## src/rtl/osd_ab_pkg.sv

```systemverilog
// Shared types, codes and per-lane blend function for the OSD alpha blender.
package osd_ab_pkg;

   // Pixel format codes held in the pixel_format register
   typedef enum logic [2:0] {
      FMT_Y_PLANE = 3'd0,
      FMT_YUY2    = 3'd1,
      FMT_RGB24   = 3'd2,
      FMT_RGB32   = 3'd3,
      FMT_RGB15   = 3'd4,
      FMT_RGB16   = 3'd5
   } fmt_type;

   // Configuration register indexes
   typedef enum logic {
      CSR_PIXEL_FORMAT = 1'b0,
      CSR_COPY_MODE    = 1'b1
   } csr_index_type;

   // How one lane is interpreted
   typedef enum logic [1:0] {
      LANE_BYTE   = 2'd0,
      LANE_FIELD5 = 2'd1,
      LANE_FIELD6 = 2'd2
   } lane_kind_type;

   localparam int unsigned NUM_LANES = 3;
   localparam logic [5:0]  FIELD5_MAX = 6'h1F;
   localparam logic [6:0]  FIELD6_MAX = 7'h3F;

   // Lane kind for a lane index under a format
   function automatic lane_kind_type lane_kind(input logic [2:0] fmt,
                                               input logic [1:0] lane);
      lane_kind_type kind;
      kind = LANE_BYTE;
      if (fmt == FMT_RGB15) begin
         kind = LANE_FIELD5;
      end else if (fmt == FMT_RGB16) begin
         kind = (lane == 2'd1) ? LANE_FIELD6 : LANE_FIELD5;
      end
      return kind;
   endfunction

   // Scale a registered lane product, add overlay, saturate fields; or copy
   function automatic logic [7:0] lane_blend(input logic [15:0]    prod,
                                             input logic [7:0]     ovl,
                                             input logic           copy,
                                             input lane_kind_type  kind);
      logic [8:0] sum;
      logic [5:0] v5;
      logic [6:0] v6;
      logic [7:0] res;
      sum = 9'd0;
      v5  = 6'd0;
      v6  = 7'd0;
      res = 8'd0;
      case (kind)
         LANE_FIELD5: begin
            sum = {1'b0, prod[12:5]} + {1'b0, ovl};
            v5  = sum[8:3];
            if (copy) begin
               res = {3'b000, ovl[7:3]};
            end else if (v5 > FIELD5_MAX) begin
               res = {2'b00, FIELD5_MAX};
            end else begin
               res = {2'b00, v5};
            end
         end
         LANE_FIELD6: begin
            sum = {1'b0, prod[13:6]} + {1'b0, ovl};
            v6  = sum[8:2];
            if (copy) begin
               res = {2'b00, ovl[7:2]};
            end else if (v6 > FIELD6_MAX) begin
               res = {1'b0, FIELD6_MAX};
            end else begin
               res = {1'b0, v6};
            end
         end
         default: begin
            res = copy ? ovl : (prod[15:8] + ovl);
         end
      endcase
      return res;
   endfunction

endpackage

```

## src/rtl/osd_alpha_blend.sv

```systemverilog
// OSD alpha blender: blends one overlay pixel into one destination pixel word.
//
// Usage:
//   req_ channel carries the destination word, overlay byte and alpha byte.
//   rsp_ channel returns the blended word and a written flag. One result per
//   item, in order. csr_ port writes pixel_format (index 0) and copy_mode
//   (index 1); write it only while the pipeline is empty.
// Pipeline: three register stages (channel decode, 8x8 multiply per lane,
//   scale/saturate/assemble). An accepted item passes through stage 1, stage 2
//   and the output register before rsp_valid rises.
// Throughput: one item per clock while no stalled result is held; the three
//   pipeline registers advance together and are held as a group.
// Reset: clears all valid bits and sets pixel_format and copy_mode to 0.
// Stall: while rsp_stall holds a valid result the whole pipeline holds and
//   req_stall is raised in the same cycle; no item is lost or repeated.
//   Bubbles in the pipeline are not squeezed out.
module osd_alpha_blend (
   input  logic        clock,
   input  logic        reset,
   // item input
   input  logic        req_valid,
   output logic        req_stall,
   input  logic [31:0] req_dest_pixel,
   input  logic [7:0]  req_overlay_value,
   input  logic [7:0]  req_alpha,
   // item output
   output logic        rsp_valid,
   input  logic        rsp_stall,
   output logic [31:0] rsp_blended_pixel,
   output logic        rsp_was_written,
   // configuration
   input  logic        csr_write,
   input  logic        csr_index,
   input  logic [2:0]  csr_data
);

   localparam int unsigned NL = osd_ab_pkg::NUM_LANES;

   logic [2:0]  fmt_ff;
   logic        copy_ff;
   logic        adv;

   // stage 1: decoded channels
   logic        s1_valid_ff;
   logic [31:0] s1_dest_ff;
   logic [7:0]  s1_ovl_ff;
   logic [7:0]  s1_alpha_ff;
   logic [2:0]  s1_fmt_ff;
   logic        s1_copy_ff;
   logic [7:0]  s1_chan_ff [NL];
   logic [7:0]  s1_chan_in [NL];

   // stage 2: products
   logic        s2_valid_ff;
   logic [31:0] s2_dest_ff;
   logic [7:0]  s2_ovl_ff;
   logic        s2_alpha_nz_ff;
   logic [2:0]  s2_fmt_ff;
   logic        s2_copy_ff;
   logic [15:0] s2_prod_ff [NL];

   // stage 3: output register
   logic        out_valid_ff;
   logic [31:0] out_pixel_ff;
   logic        out_written_ff;
   logic [7:0]  lane_res [NL];
   logic [31:0] out_pixel_in;
   logic        out_written_in;

   // Advance the whole pipeline unless a held result blocks the output
   assign adv       = !(out_valid_ff && rsp_stall);
   assign req_stall = !adv;

   // Configuration registers
   always_ff @(posedge clock) begin
      if (reset) begin
         fmt_ff  <= 3'd0;
         copy_ff <= 1'b0;
      end else if (csr_write) begin
         unique case (csr_index)
            osd_ab_pkg::CSR_PIXEL_FORMAT: fmt_ff  <= csr_data;
            osd_ab_pkg::CSR_COPY_MODE:    copy_ff <= csr_data[0];
            default:                      fmt_ff  <= fmt_ff;
         endcase
      end
   end

   // Pick the channel bits of the incoming word for the active format
   always_comb begin
      s1_chan_in[0] = req_dest_pixel[7:0];
      s1_chan_in[1] = req_dest_pixel[15:8];
      s1_chan_in[2] = req_dest_pixel[23:16];
      unique case (fmt_ff)
         osd_ab_pkg::FMT_RGB15: begin
            s1_chan_in[0] = {3'b000, req_dest_pixel[4:0]};
            s1_chan_in[1] = {3'b000, req_dest_pixel[9:5]};
            s1_chan_in[2] = {3'b000, req_dest_pixel[14:10]};
         end
         osd_ab_pkg::FMT_RGB16: begin
            s1_chan_in[0] = {3'b000, req_dest_pixel[4:0]};
            s1_chan_in[1] = {2'b00, req_dest_pixel[10:5]};
            s1_chan_in[2] = {3'b000, req_dest_pixel[15:11]};
         end
         default: begin
            s1_chan_in[0] = req_dest_pixel[7:0];
         end
      endcase
   end

   // Valid bits travel with the data
   always_ff @(posedge clock) begin
      if (reset) begin
         s1_valid_ff  <= 1'b0;
         s2_valid_ff  <= 1'b0;
         out_valid_ff <= 1'b0;
      end else if (adv) begin
         s1_valid_ff  <= req_valid;
         s2_valid_ff  <= s1_valid_ff;
         out_valid_ff <= s2_valid_ff;
      end
   end

   // Stage 1: capture item, config and decoded channels
   always_ff @(posedge clock) begin
      if (adv) begin
         s1_dest_ff  <= req_dest_pixel;
         s1_ovl_ff   <= req_overlay_value;
         s1_alpha_ff <= req_alpha;
         s1_fmt_ff   <= fmt_ff;
         s1_copy_ff  <= copy_ff;
         for (int i = 0; i < NL; i++) begin
            s1_chan_ff[i] <= s1_chan_in[i];
         end
      end
   end

   // Stage 2: one 8x8 multiply per lane
   always_ff @(posedge clock) begin
      if (adv) begin
         s2_dest_ff     <= s1_dest_ff;
         s2_ovl_ff      <= s1_ovl_ff;
         s2_alpha_nz_ff <= (s1_alpha_ff != 8'd0);
         s2_fmt_ff      <= s1_fmt_ff;
         s2_copy_ff     <= s1_copy_ff;
         for (int i = 0; i < NL; i++) begin
            s2_prod_ff[i] <= s1_chan_ff[i] * s1_alpha_ff;
         end
      end
   end

   // Stage 3: scale, add overlay, saturate (field lanes) and reassemble the word
   always_comb begin
      for (int i = 0; i < NL; i++) begin
         lane_res[i] = osd_ab_pkg::lane_blend(s2_prod_ff[i], s2_ovl_ff, s2_copy_ff,
                          osd_ab_pkg::lane_kind(s2_fmt_ff, 2'(i)));
      end
      out_pixel_in   = s2_dest_ff;
      out_written_in = 1'b0;
      if (s2_alpha_nz_ff) begin
         out_written_in = 1'b1;
         unique case (s2_fmt_ff)
            osd_ab_pkg::FMT_Y_PLANE,
            osd_ab_pkg::FMT_YUY2: begin
               out_pixel_in = {s2_dest_ff[31:8], lane_res[0]};
            end
            osd_ab_pkg::FMT_RGB24,
            osd_ab_pkg::FMT_RGB32: begin
               out_pixel_in = {s2_dest_ff[31:24], lane_res[2], lane_res[1], lane_res[0]};
            end
            osd_ab_pkg::FMT_RGB15: begin
               out_pixel_in = {s2_dest_ff[31:15], lane_res[2][4:0], lane_res[1][4:0],
                               lane_res[0][4:0]};
            end
            osd_ab_pkg::FMT_RGB16: begin
               out_pixel_in = {s2_dest_ff[31:16], lane_res[2][4:0], lane_res[1][5:0],
                               lane_res[0][4:0]};
            end
            default: begin
               out_written_in = 1'b0;
            end
         endcase
      end
   end

   always_ff @(posedge clock) begin
      if (adv) begin
         out_pixel_ff   <= out_pixel_in;
         out_written_ff <= out_written_in;
      end
   end

   assign rsp_valid         = out_valid_ff;
   assign rsp_blended_pixel = out_pixel_ff;
   assign rsp_was_written   = out_written_ff;

endmodule

```

## config.mk

```make
export PLATFORM = sky130hd
export DESIGN_NAME = osd_alpha_blend
export DESIGN_NICKNAME = d
export VERILOG_FILES = /design/src/rtl/osd_ab_pkg.sv /design/src/rtl/osd_alpha_blend.sv
export SDC_FILE = /design/constraint.sdc
export NUM_CORES = 1
export LEC_CHECK = 0
export ABC_AREA = 1
export CORE_MARGIN = 5
export CORE_UTILIZATION = 45
export CTS_BUF_LIST = sky130_fd_sc_hd__clkbuf_8
export CTS_CLUSTER_DIAMETER = 30
export DETAILED_ROUTE_END_ITERATION = 8
export DONT_BUFFER_PORTS = 1
export SYNTH_ARGS = -nofsm -noshare
export SYNTH_HDL_FRONTEND = slang
export SYNTH_SLANG_ARGS = --single-unit
```

## constraint.sdc

```tcl
create_clock -name clock -period 15.1 [get_ports clock]
set_input_delay 1.51 -clock clock [delete_from_list [all_inputs] [get_ports clock]]
set_output_delay 1.51 -clock clock [all_outputs]
set_load 0.1 [all_outputs]
```

Yosys cells after proc, flatten, opt, wreduce, memory -nomap -nowiden
Memories as Yosys holds them, arrays and structs flattened.
Index checks and enable logic that the tools add are counted.
- reductions and logical operators: 9
- add/subtract/negate cells: 9
- bitwise logic cells: 1
- multiply operators: 3
- $lt $le $gt $ge: 6
- equal/unequal tests: 11
- mux-type cells: 28
- operator list (kind ; number):
    case mux 24 bit (4 select lines) ; 1
    adder 8 x 8 -> 9 bit ; 6
    multiplier 8 x 8 -> 16 bit ; 3
    case mux 8 bit (2 select lines) ; 3
    two-way mux 7 bit ; 6
    two-way mux 6 bit ; 6
    two-way mux 8 bit ; 4
    case mux 16 bit (2 select lines) ; 1
    adder 8 bit ; 3
    two-way mux 24 bit ; 1
    > comparator 7 x 6 -> 1 bit (second input constant) ; 3
    > comparator 6 x 5 -> 1 bit (second input constant) ; 3
    == test 3 bit (second input constant) ; 4
    nonzero test 8 bit ; 1
    == test 3 x 2 -> 1 bit (second input constant) ; 2
    OR reduction 2 bit ; 3
    OR reduction 6 bit ; 1
    == test 2 x 1 -> 1 bit (second input constant) ; 2
    == test 2 bit (second input constant) ; 2
    two-way mux 1 bit ; 4
    two-way mux 2 bit ; 2
    AND reduction 2 bit ; 2
    == test 3 x 1 -> 1 bit (second input constant) ; 1
    logical NOT 3 bit ; 1
    other kinds (2) ; 2
- input bits: 57
- flip-flop bits (word level): 137
- output and inout bits: 35
- memory bits (writable): 72
- memories kept: 2
- word-level logic and storage cells: 86
- memories (name ; depth ; width ; rd ports ; clocked after memory_dff ; wr ports ; RTL line ; text):
    s2_prod_ff ; 3 ; 16 ; 3 ; 0 ; 3 ; osd_alpha_blend.sv:60 ; logic [15:0] s2_prod_ff [NL];
    s1_chan_ff ; 3 ; 8 ; 3 ; 0 ; 3 ; osd_alpha_blend.sv:50 ; logic [7:0] s1_chan_ff [NL];

Longest topological paths before layout
Gate-level depths: netlist (run 1).
- depth after elaboration: 7
- depth in mapped cells: 23
- depth with buffers taken out: 21

Least setup slack after synthesis (run 1)
Ideal clock, no wire load.
- path kind: input-to-output
- start point: in rsp_stall
- end point: out req_stall
- buffers on the path: 0
- data required time: 13.590 ns
- path slack: 6.062 ns
- data arrival time: 7.528 ns
- stages: 2
- cells stage by stage: nand2_1 -> inv_1
- word-level cells in the longest chain between the ends: 1
- RTL lines (item ; RTL line ; text):
    start: declaration ; osd_alpha_blend.sv:28 ; input logic rsp_stall,
    logical AND 1 bit ; osd_alpha_blend.sv:71 ; assign adv = !(out_valid_ff && rsp_stall);
    end: declaration ; osd_alpha_blend.sv:22 ; output logic req_stall,
No other way between the ends.

==> results of run 1 <==
==> logic make-up (layout without fill, tap and decap cells) <==
kind of cell             count (synthesis)  after routing  share of synthesized area
AO/OA/AOI/OAI                          139            139                     0.0516
XOR/XNOR                                50             50                     0.0275
adder cells (fa/ha/maj)                256            256                      0.252
buffers and inverters                  488            476                      0.117
flip-flops                             189            189                      0.352
AND/OR/NAND/NOR                        766            766                      0.201
==> stage by stage <==
step                instance area, µm²  cells  power [mW]
floorplan                        15900   1888        2.18
global placement                 16400   2305        2.53
detailed placement               16400   2305        2.55
CTS                              16800   2337        2.93
global route                     16800   2337        3.20
finish                           16800   2337        2.91
==> cell type report <==
cell class / count / area [µm²]
repair buffers: 9 / 67.6
fillers: 3426 / 18400
clock inverters: 15 / 209
flip-flops and latches: 189 / 5610
clock buffers: 17 / 234
well taps: 461 / 577
inverters: 435 / 1630
multi-input cells: 1211 / 8480
==> flip-flops by register name, summed over array words and instances (netlist names), 8 cells and up <==
| signal | count |
|---|---|
| rsp_blended_pixel | 32 |
| s1_dest_ff | 32 |
| s2_dest_ff | 32 |
| s1_ovl_ff | 8 |
| s2_prod_ff | 33 |
| s1_chan_ff | 19 |
| s1_alpha_ff | 8 |
| s2_ovl_ff | 8 |
==> per-layer routing <==
layer	global-route usage	wire length [µm]	vias to the layer above
met4	0.0510	806	0
met3	0.0385	2070	39
met2	0.322	17300	292
met1	0.283	18000	5386
li1	-	-	5829
met5	0	0	-
==> critical path, stage by stage, from the launching register on <==
cell,delay (ps)
sky130_fd_sc_hd__edfxtp_1,810
sky130_fd_sc_hd__nand2_1,170
sky130_fd_sc_hd__inv_1,70
sky130_fd_sc_hd__fa_1,500
sky130_fd_sc_hd__inv_1,50
sky130_fd_sc_hd__fa_1,470
sky130_fd_sc_hd__inv_1,50
sky130_fd_sc_hd__fa_1,520
sky130_fd_sc_hd__inv_1,50
sky130_fd_sc_hd__fa_1,520
sky130_fd_sc_hd__inv_1,40
sky130_fd_sc_hd__ha_1,340
sky130_fd_sc_hd__nand2_1,90
sky130_fd_sc_hd__inv_1,50
sky130_fd_sc_hd__a21oi_1,230
sky130_fd_sc_hd__o21ai_2,110
sky130_fd_sc_hd__nand2_1,70
sky130_fd_sc_hd__nand2_1,70
sky130_fd_sc_hd__nand2_1,70
sky130_fd_sc_hd__nand2_1,50
sky130_fd_sc_hd__xor2_1,150
==> layout by cell type (no fill, tap or decap), types with 20 or more instances in the layout <==
| master | instances |
|---|---|
| sky130_fd_sc_hd__o21ai_0 | 29 |
| sky130_fd_sc_hd__nand2_1 | 501 |
| sky130_fd_sc_hd__xor2_1 | 26 |
| sky130_fd_sc_hd__nor2_1 | 102 |
| sky130_fd_sc_hd__ha_1 | 148 |
| sky130_fd_sc_hd__inv_1 | 430 |
| sky130_fd_sc_hd__nand4_1 | 20 |
| sky130_fd_sc_hd__nand3_1 | 97 |
| sky130_fd_sc_hd__xnor2_1 | 24 |
| sky130_fd_sc_hd__fa_1 | 108 |
| sky130_fd_sc_hd__a21oi_1 | 68 |
| sky130_fd_sc_hd__edfxtp_1 | 182 |
==> power breakdown <==
part | total, mW | leakage [nW] | switching [mW] | internal, mW
clock network | 0.367 | 0.217 | 0.221 | 0.146
registers | 1.02 | 1.99 | 0.286 | 0.732
logic | 1.53 | 6.91 | 0.939 | 0.586
total | 2.91 | 9.12 | 1.45 | 1.46
==> worst paths after layout <==
kind	start	end	cells past startpoint
worst max-delay path	s1_alpha_ff[3]	s2_prod_ff[0][46]	20
worst min-delay path	s1_ovl_ff[7]	s2_ovl_ff[7]	0
worst max register to register	s1_alpha_ff[3]	s2_prod_ff[0][46]	20
worst min register to register	s1_ovl_ff[7]	s2_ovl_ff[7]	0
==> tab_implementation.tex, run 1 <==
\begin{tabular}{lr}
\hline
Metric & Value \\
\hline
\multicolumn{2}{l}{\textbf{Outcome}} \\
Outcome & finished clean \\
\multicolumn{2}{l}{\textbf{Placed design}} \\
Placer congestion estimate & 0.903 \\
Number of port buffers & 0 \\
Sum of net half-perimeters after detailed placement & 30.6 mm \\
Worst setup slack after placement & between 10000 and 15000 ps \\
\multicolumn{2}{l}{\textbf{Detailed routing}} \\
DRC violation count after routing & 0 \\
Wire length after detailed routing & 38.2 mm \\
Remaining antenna violation count after routing & 0 \\
Via/cell ratio & 4.94 \\
Routed WL per cell & 16.3 µm \\
First-pass detailed-route iteration total & 6 \\
DR vias & roughly 12000 \\
DRC marker count from the first detailed-route iteration & approximately 740 \\
\multicolumn{2}{l}{\textbf{Global route}} \\
First-pass GRT wire length & 61.7 mm \\
Remaining Overflow, GRT & 0 \\
Antenna violations before repair & 1 \\
Via count of the first global-routing pass & 11400 \\
Overall routing resource usage & 0.201 \\
Largest net degree at the start of global routing & 76 \\
\multicolumn{2}{l}{\textbf{Timing}} \\
\# setup viols final & 0 \\
Largest clock skew in the final design & $\sim$18 ps \\
WHS & between 400 and 500 ps \\
Min Tclk post-route & about 4700 ps \\
Final WS setup & approximately 10000 ps \\
Setup repair after global routing missed its margin & false \\
Slew of the pin with the lowest slew margin & 1030 ps \\
Headroom to the max-slew limit & 0.309 \\
Peak Freq & 211 MHz \\
Final-layout setup total negative slack & 0 ps \\
Slew Limit Fails & 0 \\
Fraction of the cycle the final worst path needs & 0.314 \\
Final Hold Violating Endpoints & 0 \\
\multicolumn{2}{l}{\textbf{Floorplan}} \\
Die footprint & 39300 µm² \\
Top-Level Pins & between 90 and 100 \\
Area of the core & 35200 µm² \\
Floorplan die width & a little under 200 µm \\
Initial Utilization & 0.452 \\
Vert. Die Dim & $\sim$200 µm \\
Standard-cell row count & 69 \\
\multicolumn{2}{l}{\textbf{Power}} \\
Leakage component of the power & 9.12 nW \\
Pwr Density & 173 nW/µm² \\
VDD IR-drop max & 0.0874 mV \\
\multicolumn{2}{l}{\textbf{Yosys}} \\
Leading post-synthesis cells by instance count & sky130\_fd\_sc\_hd\_\_nand2\_1, sky130\_fd\_sc\_hd\_\_inv\_1, sky130\_fd\_sc\_hd\_\_edfxtp\_1 \\
Post-synth top area share & 0.343 \\
Most common cell in the synthesized netlist & sky130\_fd\_sc\_hd\_\_nand2\_1 \\
Top area cells in the synthesized netlist & sky130\_fd\_sc\_hd\_\_edfxtp\_1, sky130\_fd\_sc\_hd\_\_fa\_1, sky130\_fd\_sc\_hd\_\_nand2\_1, sky130\_fd\_sc\_hd\_\_ha\_1, sky130\_fd\_sc\_hd\_\_inv\_1 \\
Avg Synthesized Cell Area & 8.44 µm² \\
Synth Warn \# & 0 \\
Async SR Flop Fraction & 0 \\
Commonest register cell after synthesis & sky130\_fd\_sc\_hd\_\_edfxtp\_1 \\
Post-synthesis net count & $\sim$2200 \\
Distinct cell type count after synthesis & 45 \\
Flops \& latches, synth & 189 \\
Syn Inst Count & about 1900 \\
Post-synth EDFFs & 182 \\
Fraction of the yosys area taken by sequential cells & 0.352 \\
Library cell with the largest summed area after synthesis & sky130\_fd\_sc\_hd\_\_edfxtp\_1 \\
Area of the mapped netlist & 15900 µm² \\
\multicolumn{2}{l}{\textbf{Clocking}} \\
Clock network latency to the later pin of the worst-skew pair & around 500 ps \\
CTS Sinks & 189 \\
Number of buffers added by the clock tree synthesis step & 17 \\
Resized cells post-CTS & 0 \\
Setup repair bufs after CTS & 0 \\
H-tree Lvls & 4 \\
CTS root buf & sky130\_fd\_sc\_hd\_\_clkbuf\_8 \\
Post-CTS clock slew at the launch and capture registers of the worst setup and hold paths & around 120 ps \\
CTS tree & built \\
Buffer depth of the longest clock path & 2 \\
CTS Hold Bufs & 0 \\
\multicolumn{2}{l}{\textbf{Layout}} \\
Number of diodes & 0 \\
Fraction of layout cells with a size suffix above 1 & 0.0432 \\
Area grow syn2layout & 5.46\% \\
Utilization of the core after routing & 0.477 \\
Final net count & 2176 \\
\multicolumn{2}{l}{\textbf{Critical path}} \\
Largest fanout on the critical path & 25 \\
CP arrival & 4990 ps \\
Startpoint type of the worst setup path & register \\
Critical path capture point type & register \\
Setup slack, reg-to-reg & 10360 ps \\
Type of the setup path with the least slack & reg -> reg \\
Required time at the worst-slack endpoint & about 15000 ps \\
\multicolumn{2}{l}{\textbf{Flow run}} \\
Number of violations of the max-capacitance limit & 0 \\
\multicolumn{2}{l}{\textbf{Hold path}} \\
Hold/Removal Path Class & reg -> reg \\
\hline
\end{tabular}
Power figures use the tool's default switching activity.
==> run 2: changes to the inputs <==
==> constraint.sdc (replaced) <==
create_clock -name clock -period 4.12 [get_ports clock]
set_input_delay 0.412 -clock clock [delete_from_list [all_inputs] [get_ports clock]]
set_output_delay 0.412 -clock clock [all_outputs]
set_load 0.1 [all_outputs]
==> run 2 against run 1 <==
- the flow now finishes with violations (negative setup slack)
- global-route usage rose by 0.86 points
- final area up 10%
- register-to-register slack worse by 10000 ps
- sequential cell count unchanged
- clock-buffer cell count increased by 2
- combinational power rose to 4.8 times the previous value
- largest cell class unchanged
- largest power group unchanged
==> tab_implementation.tex, run 2 (synthesis results as in run 1) <==
\begin{tabular}{lr}
\hline
Metric & Value \\
\hline
\multicolumn{2}{l}{\textbf{Placed design}} \\
Number of port buffers & 0 (unchanged) \\
Inst Count DP & 2383 (+3.4\%) \\
Placer congestion estimate & 0.922 (+2.1\%) \\
Sum of net half-perimeters after detailed placement & 32.0 mm (+4.7\%) \\
\multicolumn{2}{l}{\textbf{Critical path}} \\
Required time at the worst-slack endpoint & 4390 ps (-10960 ps) \\
Critical-path cell list & buf\_6 > nand2\_2 > inv\_2 > fa\_1 > inv\_2 > fa\_1 > inv\_1 > fa\_1 > inv\_1 > fa\_1 > inv\_2 > ha\_4 > nand2\_4 > o21ai\_4 > a21oi\_2 > o21bai\_2 > nand3\_1 > nand3\_1 > nand2\_1 \\
R2r endpoint & s2\_prod\_ff[0][11] \\
Critical path capture point type & register \\
Dominant cell type by count on the critical path & sky130\_fd\_sc\_hd\_\_fa\_1 \\
CP arrival & 4450 ps (-540 ps) \\
Crit path buffers/inverters & 6 (unchanged) \\
Highest-delay cell along the critical path & sky130\_fd\_sc\_hd\_\_fa\_1 \\
Worst R2R Start & s1\_alpha\_ff[2] \\
Setup slack, reg-to-reg & -60 ps (-10430 ps) \\
Type of the setup path with the least slack & reg -> reg \\
Cell depth of the worst flop-to-flop path & 19 (-5.0\%) \\
Critical path's largest stage delay & 550 ps (-260 ps) \\
Critical path's top delay family & adder cells \\
Largest fanout on the critical path & 6 (-76\%) \\
Startpoint type of the worst setup path & register \\
\multicolumn{2}{l}{\textbf{Floorplan}} \\
Die footprint & 39300 µm² (unchanged) \\
Initial Utilization & 0.452 (unchanged) \\
Top-Level Pins & 92 (unchanged) \\
Area of the core & 35200 µm² (unchanged) \\
Floorplan die width & 198 µm (unchanged) \\
Vert. Die Dim & 198 µm (unchanged) \\
Standard-cell row count & 69 (unchanged) \\
\multicolumn{2}{l}{\textbf{Detailed routing}} \\
Remaining antenna violation count after routing & 0 (unchanged) \\
DRC violation count after routing & 0 (unchanged) \\
DR vias & 12300 (+6.1\%) \\
Via/cell ratio & 4.94 (about the same) \\
First-pass detailed-route iteration total & 5 (-1) \\
DRC marker count from the first detailed-route iteration & 768 (+3.6\%) \\
Routed WL per cell & 16.4 µm (about the same) \\
Wire length after detailed routing & 40.5 mm (+6.2\%) \\
\multicolumn{2}{l}{\textbf{Timing}} \\
Largest clock skew in the final design & 14.4 ps (-3.77 ps) \\
\# setup viols final & 6 (+6) \\
Headroom to the max-slew limit & 0.368 (+0.0582) \\
Final WS setup & -63.5 ps (-10430 ps) \\
Final Hold Violating Endpoints & 0 (unchanged) \\
Slew of the pin with the lowest slew margin & 945 ps (-89.4 ps) \\
Peak Freq & 239 MHz (+13\%) \\
Fraction of the cycle the final worst path needs & 1.02 (+0.702) \\
Setup repair after global routing missed its margin & true \\
Min Tclk post-route & 4180 ps (-553 ps) \\
Slew Limit Fails & 0 (unchanged) \\
\multicolumn{2}{l}{\textbf{Clocking}} \\
H-tree Lvls & 4 (unchanged) \\
CTS Sinks & 189 (unchanged) \\
Clock network latency to the later pin of the worst-skew pair & 500 ps (about the same) \\
CTS root buf & sky130\_fd\_sc\_hd\_\_clkbuf\_8 \\
Buffer depth of the longest clock path & 2 (unchanged) \\
CTS tree & built \\
Post-CTS clock slew at the launch and capture registers of the worst setup and hold paths & 110 ps (about the same) \\
Number of buffers added by the clock tree synthesis step & 17 (unchanged) \\
\multicolumn{2}{l}{\textbf{Outcome}} \\
Failing checks & negative setup slack \\
Outcome & complete, but fails checks \\
\multicolumn{2}{l}{\textbf{Global route}} \\
Fraction of met3 tracks used by global routing & 0.0265 (-0.0119) \\
Met1 usage & 0.284 (+0.000703) \\
Busiest metal layer after global routing & met2 \\
Largest net degree at the start of global routing & 122 (+61\%) \\
First-pass GRT wire length & 64.4 mm (+4.3\%) \\
Met2 layer usage reported by global route & 0.361 (+0.0383) \\
Antenna violations before repair & 0 (-1) \\
Via count of the first global-routing pass & 12200 (+7.0\%) \\
Overall routing resource usage & 0.210 (+0.00858) \\
Remaining Overflow, GRT & 0 (unchanged) \\
\multicolumn{2}{l}{\textbf{Hold path}} \\
Min-Delay Path Depth & 2 (+2) \\
Startpoint of the lowest-slack hold path & req\_valid \\
Hold/Removal Path Class & in -> reg \\
Destination of the worst hold path & s1\_valid\_ff \\
\multicolumn{2}{l}{\textbf{Layout}} \\
Fraction of layout cells with a size suffix above 1 & 0.131 (+0.0877) \\
Area grow syn2layout & 16.2\% \\
Final net count & 2317 (+6.5\%) \\
Number of flip-flops in the largest register & 33 (unchanged) \\
Top library cells by usage in the layout, fill and taps aside & sky130\_fd\_sc\_hd\_\_nand2\_1, sky130\_fd\_sc\_hd\_\_inv\_1, sky130\_fd\_sc\_hd\_\_edfxtp\_1, sky130\_fd\_sc\_hd\_\_ha\_1, sky130\_fd\_sc\_hd\_\_fa\_1 \\
Number of standard cells in the layout, taps in and fillers out & 2479 (+6.1\%) \\
Utilization of the core after routing & 0.526 (+0.0485) \\
Most flops, register & s2\_prod\_ff \\
Most frequent standard cell in the layout excluding fill and tap cells & sky130\_fd\_sc\_hd\_\_nand2\_1 \\
\multicolumn{2}{l}{\textbf{Power}} \\
Leakage component of the power & 9.79 nW (+7.4\%) \\
VDD IR-drop max & 0.410 mV (+370\%) \\
Pwr Density & 664 nW/µm² (+280\%) \\
\multicolumn{2}{l}{\textbf{Flow run}} \\
Number of violations of the max-capacitance limit & 0 (unchanged) \\
\hline
\end{tabular}
-- run 2: cell types whose count changed in the layout (fill, tap and decap cells not counted), sizes merged --
cell | before | now
dlygate4sd3 | 0 | 49
buf | 9 | 101
clkbuf | 17 | 19
diode | 0 | 1
clkinvlp | 1 | 2
clkinv | 6 | 4
bufinv | 1 | 0
-- run 2: cell type report --
cell class | count | area, µm²
inverter | 435 | 1630
sequential | 189 | 5610
clock buffer | 19 | 262
clock inverter | 13 | 138
timing repair buffer | 150 | 1320
fill | 3293 | 16700
multi-input combinational | 1211 | 8970
antenna | 1 | 2.50
tap | 461 | 577
-- run 2: how the worst max path moves through the flow --
stage | start | end | slack [ps] | depth (start not counted)
2_1_floorplan | s1_alpha_ff[7] | s2_prod_ff[0][47] | -60 | 20
3_3_place_gp | s1_alpha_ff[3] | s2_prod_ff[0][14] | -60 | 18
3_5_place_dp | s1_alpha_ff[2] | s2_prod_ff[0][11] | -100 | 19
4_1_cts | s1_chan_ff[0][19] | s2_prod_ff[0][46] | -50 | 20
5_1_grt | s1_alpha_ff[2] | s2_prod_ff[0][46] | -270 | 21
6_report | s1_alpha_ff[2] | s2_prod_ff[0][11] | -60 | 19
-- run 2: stage by stage --
| step | setup WS [ps] | cell area [µm²] | hold WS [ps] | power, mW | TNS, ps |
|---|---|---|---|---|---|
| 4_1_cts | -45.3 | 18200 | 30.5 | 11.8 | -198 |
| 5_1_grt | -268 | 18500 | 26.1 | 13.4 | -3190 |
| 3_5_place_dp | -97.7 | 17100 | 405 | 10.0 | -888 |
| 2_1_floorplan | -59.7 | 16100 | 400 | 8.11 | -59.7 |
| 3_3_place_gp | -56.2 | 17100 | 401 | 9.95 | -248 |
| 6_report | -63.5 | 18500 | 57.3 | 12.3 | -267 |
-- run 2: where the power goes --
group	total, mW	switching (mW)	internal, mW
clock network	1.27	0.781	0.485
logic	7.31	4.17	3.14
registers	3.72	1.03	2.68
-- run 2: routing by layer --
| metal | vias to the layer above | wire length, µm |
|---|---|---|
| met4 | 0 | 776 |
| met2 | 280 | 20000 |
| li1 | 6122 | - |
| met5 | - | 0 |
| met1 | 5809 | 18200 |
| met3 | 41 | 1590 |
-- run 2: repair_timing --
| action | 4_1_cts | 5_1_grt |
|---|---|---|
| resized for setup | 41 | 63 |
| setup buffers | 7 | 8 |
| endpoints found under the hold margin | 55 | 0 |
| cloned | 0 | 0 |
| hold buffers | 49 | 0 |
| endpoints found under the setup margin | 19 | 26 |
| pin swaps | 14 | 15 |
==> run 3: changes to the inputs <==
--- a/config.mk
+++ b/config.mk
@@ -6,7 +6,6 @@
 export NUM_CORES = 1
 export LEC_CHECK = 0
 export ABC_AREA = 1
-export CORE_MARGIN = 5
 export CORE_UTILIZATION = 45
 export CTS_BUF_LIST = sky130_fd_sc_hd__clkbuf_8
 export CTS_CLUSTER_DIAMETER = 30
==> run 3 against run 2 <==
- the run still ends with negative setup slack left
- sequential share of layout area fell by 0.33 points
- first-iteration DRC count increased by 17%
- utilization up 1.4 points
==> tab_implementation.tex, run 3 (synthesis results as in run 1) <==
\begin{tabular}{lr}
\hline
Metric & Value \\
\hline
\multicolumn{2}{l}{\textbf{Critical path}} \\
Critical path's largest stage delay & 500 ps (-50 ps) \\
Worst R2R Start & s1\_alpha\_ff[6] \\
Critical path capture point type & register \\
Critical-path cell list & buf\_4 > buf\_6 > nand2\_1 > fa\_1 > fa\_1 > inv\_1 > fa\_1 > inv\_1 > fa\_1 > inv\_1 > ha\_4 > nand2\_2 > o21ai\_2 > a21oi\_2 > buf\_4 > o21a\_1 > xnor2\_1 \\
Dominant cell type by count on the critical path & sky130\_fd\_sc\_hd\_\_fa\_1 \\
Critical path's top delay family & adder cells \\
Required time at the worst-slack endpoint & 4390 ps (about the same) \\
Largest fanout on the critical path & 10 (+4) \\
CP arrival & 4490 ps (+40 ps) \\
Setup slack, reg-to-reg & -100 ps (-40 ps) \\
Startpoint type of the worst setup path & register \\
Highest-delay cell along the critical path & sky130\_fd\_sc\_hd\_\_fa\_1 \\
Type of the setup path with the least slack & reg -> reg \\
R2r endpoint & s2\_prod\_ff[0][10] \\
Cell depth of the worst flop-to-flop path & 17 (-2) \\
Crit path buffers/inverters & 6 (unchanged) \\
\multicolumn{2}{l}{\textbf{Timing}} \\
Slew of the pin with the lowest slew margin & 986 ps (+41.3 ps) \\
WHS & 35.7 ps (-21.6 ps) \\
Final-layout setup total negative slack & -661 ps (-394 ps) \\
Final Hold Violating Endpoints & 0 (unchanged) \\
\# setup viols final & 15 (+9) \\
Min Tclk post-route & 4220 ps (+35.5 ps) \\
Setup repair after global routing missed its margin & true \\
Peak Freq & 237 MHz (-0.84\%) \\
Headroom to the max-slew limit & 0.342 (-0.0252) \\
Largest clock skew in the final design & 16.0 ps (+1.60 ps) \\
Final WS setup & -99.0 ps (-35.5 ps) \\
Fraction of the cycle the final worst path needs & 1.02 (+0.00861) \\
Slew Limit Fails & 0 (unchanged) \\
\multicolumn{2}{l}{\textbf{Layout}} \\
Area grow syn2layout & 17.5\% \\
Top library cells by usage in the layout, fill and taps aside & sky130\_fd\_sc\_hd\_\_nand2\_1, sky130\_fd\_sc\_hd\_\_inv\_1, sky130\_fd\_sc\_hd\_\_edfxtp\_1, sky130\_fd\_sc\_hd\_\_ha\_1, sky130\_fd\_sc\_hd\_\_fa\_1 \\
Most frequent standard cell in the layout excluding fill and tap cells & sky130\_fd\_sc\_hd\_\_nand2\_1 \\
Number of standard cells in the layout, taps in and fillers out & 2491 (+0.48\%) \\
Design area & 18700 µm² (+1.1\%) \\
Fraction of layout cells with a size suffix above 1 & 0.144 (+0.0132) \\
Final net count & 2334 (+0.73\%) \\
Number of flip-flops in the largest register & 33 (unchanged) \\
Most flops, register & s2\_prod\_ff \\
\multicolumn{2}{l}{\textbf{Power}} \\
Pwr Density & 682 nW/µm² (+2.7\%) \\
Leakage component of the power & 9.89 nW (+0.97\%) \\
VDD IR-drop max & 0.391 mV (-4.5\%) \\
\multicolumn{2}{l}{\textbf{Global route}} \\
Remaining Overflow, GRT & 0 (unchanged) \\
Fraction of met3 tracks used by global routing & 0.0332 (+0.00666) \\
First-pass GRT wire length & 64.9 mm (+0.81\%) \\
Busiest metal layer after global routing & met2 \\
Met1 usage & 0.315 (+0.0310) \\
Antenna violations before repair & 2 (+2) \\
Via count of the first global-routing pass & 12400 (+2.2\%) \\
Overall routing resource usage & 0.233 (+0.0235) \\
Largest net degree at the start of global routing & 185 (+52\%) \\
Met2 layer usage reported by global route & 0.380 (+0.0196) \\
\multicolumn{2}{l}{\textbf{Flow run}} \\
Number of violations of the max-capacitance limit & 0 (unchanged) \\
\multicolumn{2}{l}{\textbf{Floorplan}} \\
Floorplan die width & 190 µm (-4.0\%) \\
Top-Level Pins & 92 (unchanged) \\
Vert. Die Dim & 190 µm (-4.0\%) \\
Standard-cell row count & 68 (-1.4\%) \\
Area of the core & 34700 µm² (-1.4\%) \\
Initial Utilization & 0.459 (+0.00665) \\
Die footprint & 36200 µm² (-7.9\%) \\
\multicolumn{2}{l}{\textbf{Detailed routing}} \\
Routed WL per cell & 16.4 µm (+0.20\%) \\
First-pass detailed-route iteration total & 6 (+1) \\
DRC violation count after routing & 0 (unchanged) \\
DR vias & 12500 (+2.4\%) \\
Remaining antenna violation count after routing & 0 (unchanged) \\
DRC marker count from the first detailed-route iteration & 895 (+17\%) \\
Via/cell ratio & 5.04 (+1.9\%) \\
Wire length after detailed routing & 40.8 mm (+0.68\%) \\
\multicolumn{2}{l}{\textbf{Clocking}} \\
Buffer depth of the longest clock path & 2 (unchanged) \\
Clock network latency to the later pin of the worst-skew pair & 510 ps (about the same) \\
CTS root buf & sky130\_fd\_sc\_hd\_\_clkbuf\_8 \\
CTS Sinks & 189 (unchanged) \\
Number of buffers added by the clock tree synthesis step & 17 (unchanged) \\
CTS tree & built \\
H-tree Lvls & 4 (unchanged) \\
Post-CTS clock slew at the launch and capture registers of the worst setup and hold paths & 120 ps (about the same) \\
\multicolumn{2}{l}{\textbf{Placed design}} \\
Inst Count DP & 2390 (+0.29\%) \\
Sum of net half-perimeters after detailed placement & 31.2 mm (-2.5\%) \\
Number of port buffers & 0 (unchanged) \\
Placer congestion estimate & 0.940 (+2.0\%) \\
Placed cell areas & 17200 µm² (+0.53\%) \\
\multicolumn{2}{l}{\textbf{Hold path}} \\
Destination of the worst hold path & fmt\_ff[0] \\
Startpoint of the lowest-slack hold path & csr\_data[0] \\
Hold/Removal Path Class & in -> reg \\
Min-Delay Path Depth & 2 (unchanged) \\
\multicolumn{2}{l}{\textbf{Outcome}} \\
Outcome & complete, but fails checks \\
Failing checks & negative setup slack \\
\hline
\end{tabular}
## run 3: changes by cell type in the layout (fill, tap and decap cells not counted), sizes merged
| cell | before | now |
|---|---|---|
| inv | 442 | 443 |
| clkinvlp | 2 | 0 |
| buf | 101 | 117 |
| clkinv | 4 | 7 |
| diode | 1 | 2 |
| clkbuf | 19 | 18 |
## run 3: timing repair
item                                   4_1_cts  5_1_grt
hold buffers                                49        0
setup endpoints to repair                   19       26
buffers inserted                             7       10
endpoints found under the hold margin       55        0
resized for setup                           41       83
pin swaps                                   13       31
cloned                                       0        1
## run 3: through the flow
step                worst slack, ps   util  power (mW)
CTS                           -92.9  0.528        12.0
detailed placement             -228  0.494        10.2
floorplan                     -59.7      -        8.11
global placement               -124  0.494        10.1
finish                        -99.0  0.539        12.8
global route                   -300  0.539        13.8
## run 3: how the worst max path moves through the flow
stage                      startpoint                end  slack, ps  cells past startpoint
floorplan              s1_alpha_ff[7]  s2_prod_ff[0][47]        -60                     20
global placement    s1_chan_ff[0][19]  s2_prod_ff[0][46]       -120                     19
detailed placement  s1_chan_ff[0][19]  s2_prod_ff[0][46]       -230                     19
CTS                    s1_alpha_ff[6]  s2_prod_ff[0][46]        -90                     19
global route           s1_alpha_ff[2]  s2_prod_ff[0][11]       -300                     19
finish                 s1_alpha_ff[6]  s2_prod_ff[0][10]       -100                     17
## run 3: report_power, final
part | internal (mW) | switching [mW]
Sequential | 2.68 | 0.990
Combinational | 3.39 | 4.41
Clock | 0.461 | 0.832
## run 3: metal layers
| metal | share of wire | up-vias |
|---|---|---|
| met5 | 0 | - |
| met4 | 0.031 | 0 |
| met3 | 0.045 | 73 |
| met2 | 0.47 | 327 |
| met1 | 0.46 | 5994 |
| li1 | - | 6149 |
## run 3: area by class of cell
cell class              count  area, µm²
fillers                  3237      16000
multi-input cells        1211       9020
flip-flops and latches    189       5610
inverters                 435       1630
repair buffers            167       1480
well taps                 455        569
clock buffers              17        234
clock inverters            15        168
diodes                      2       5.00
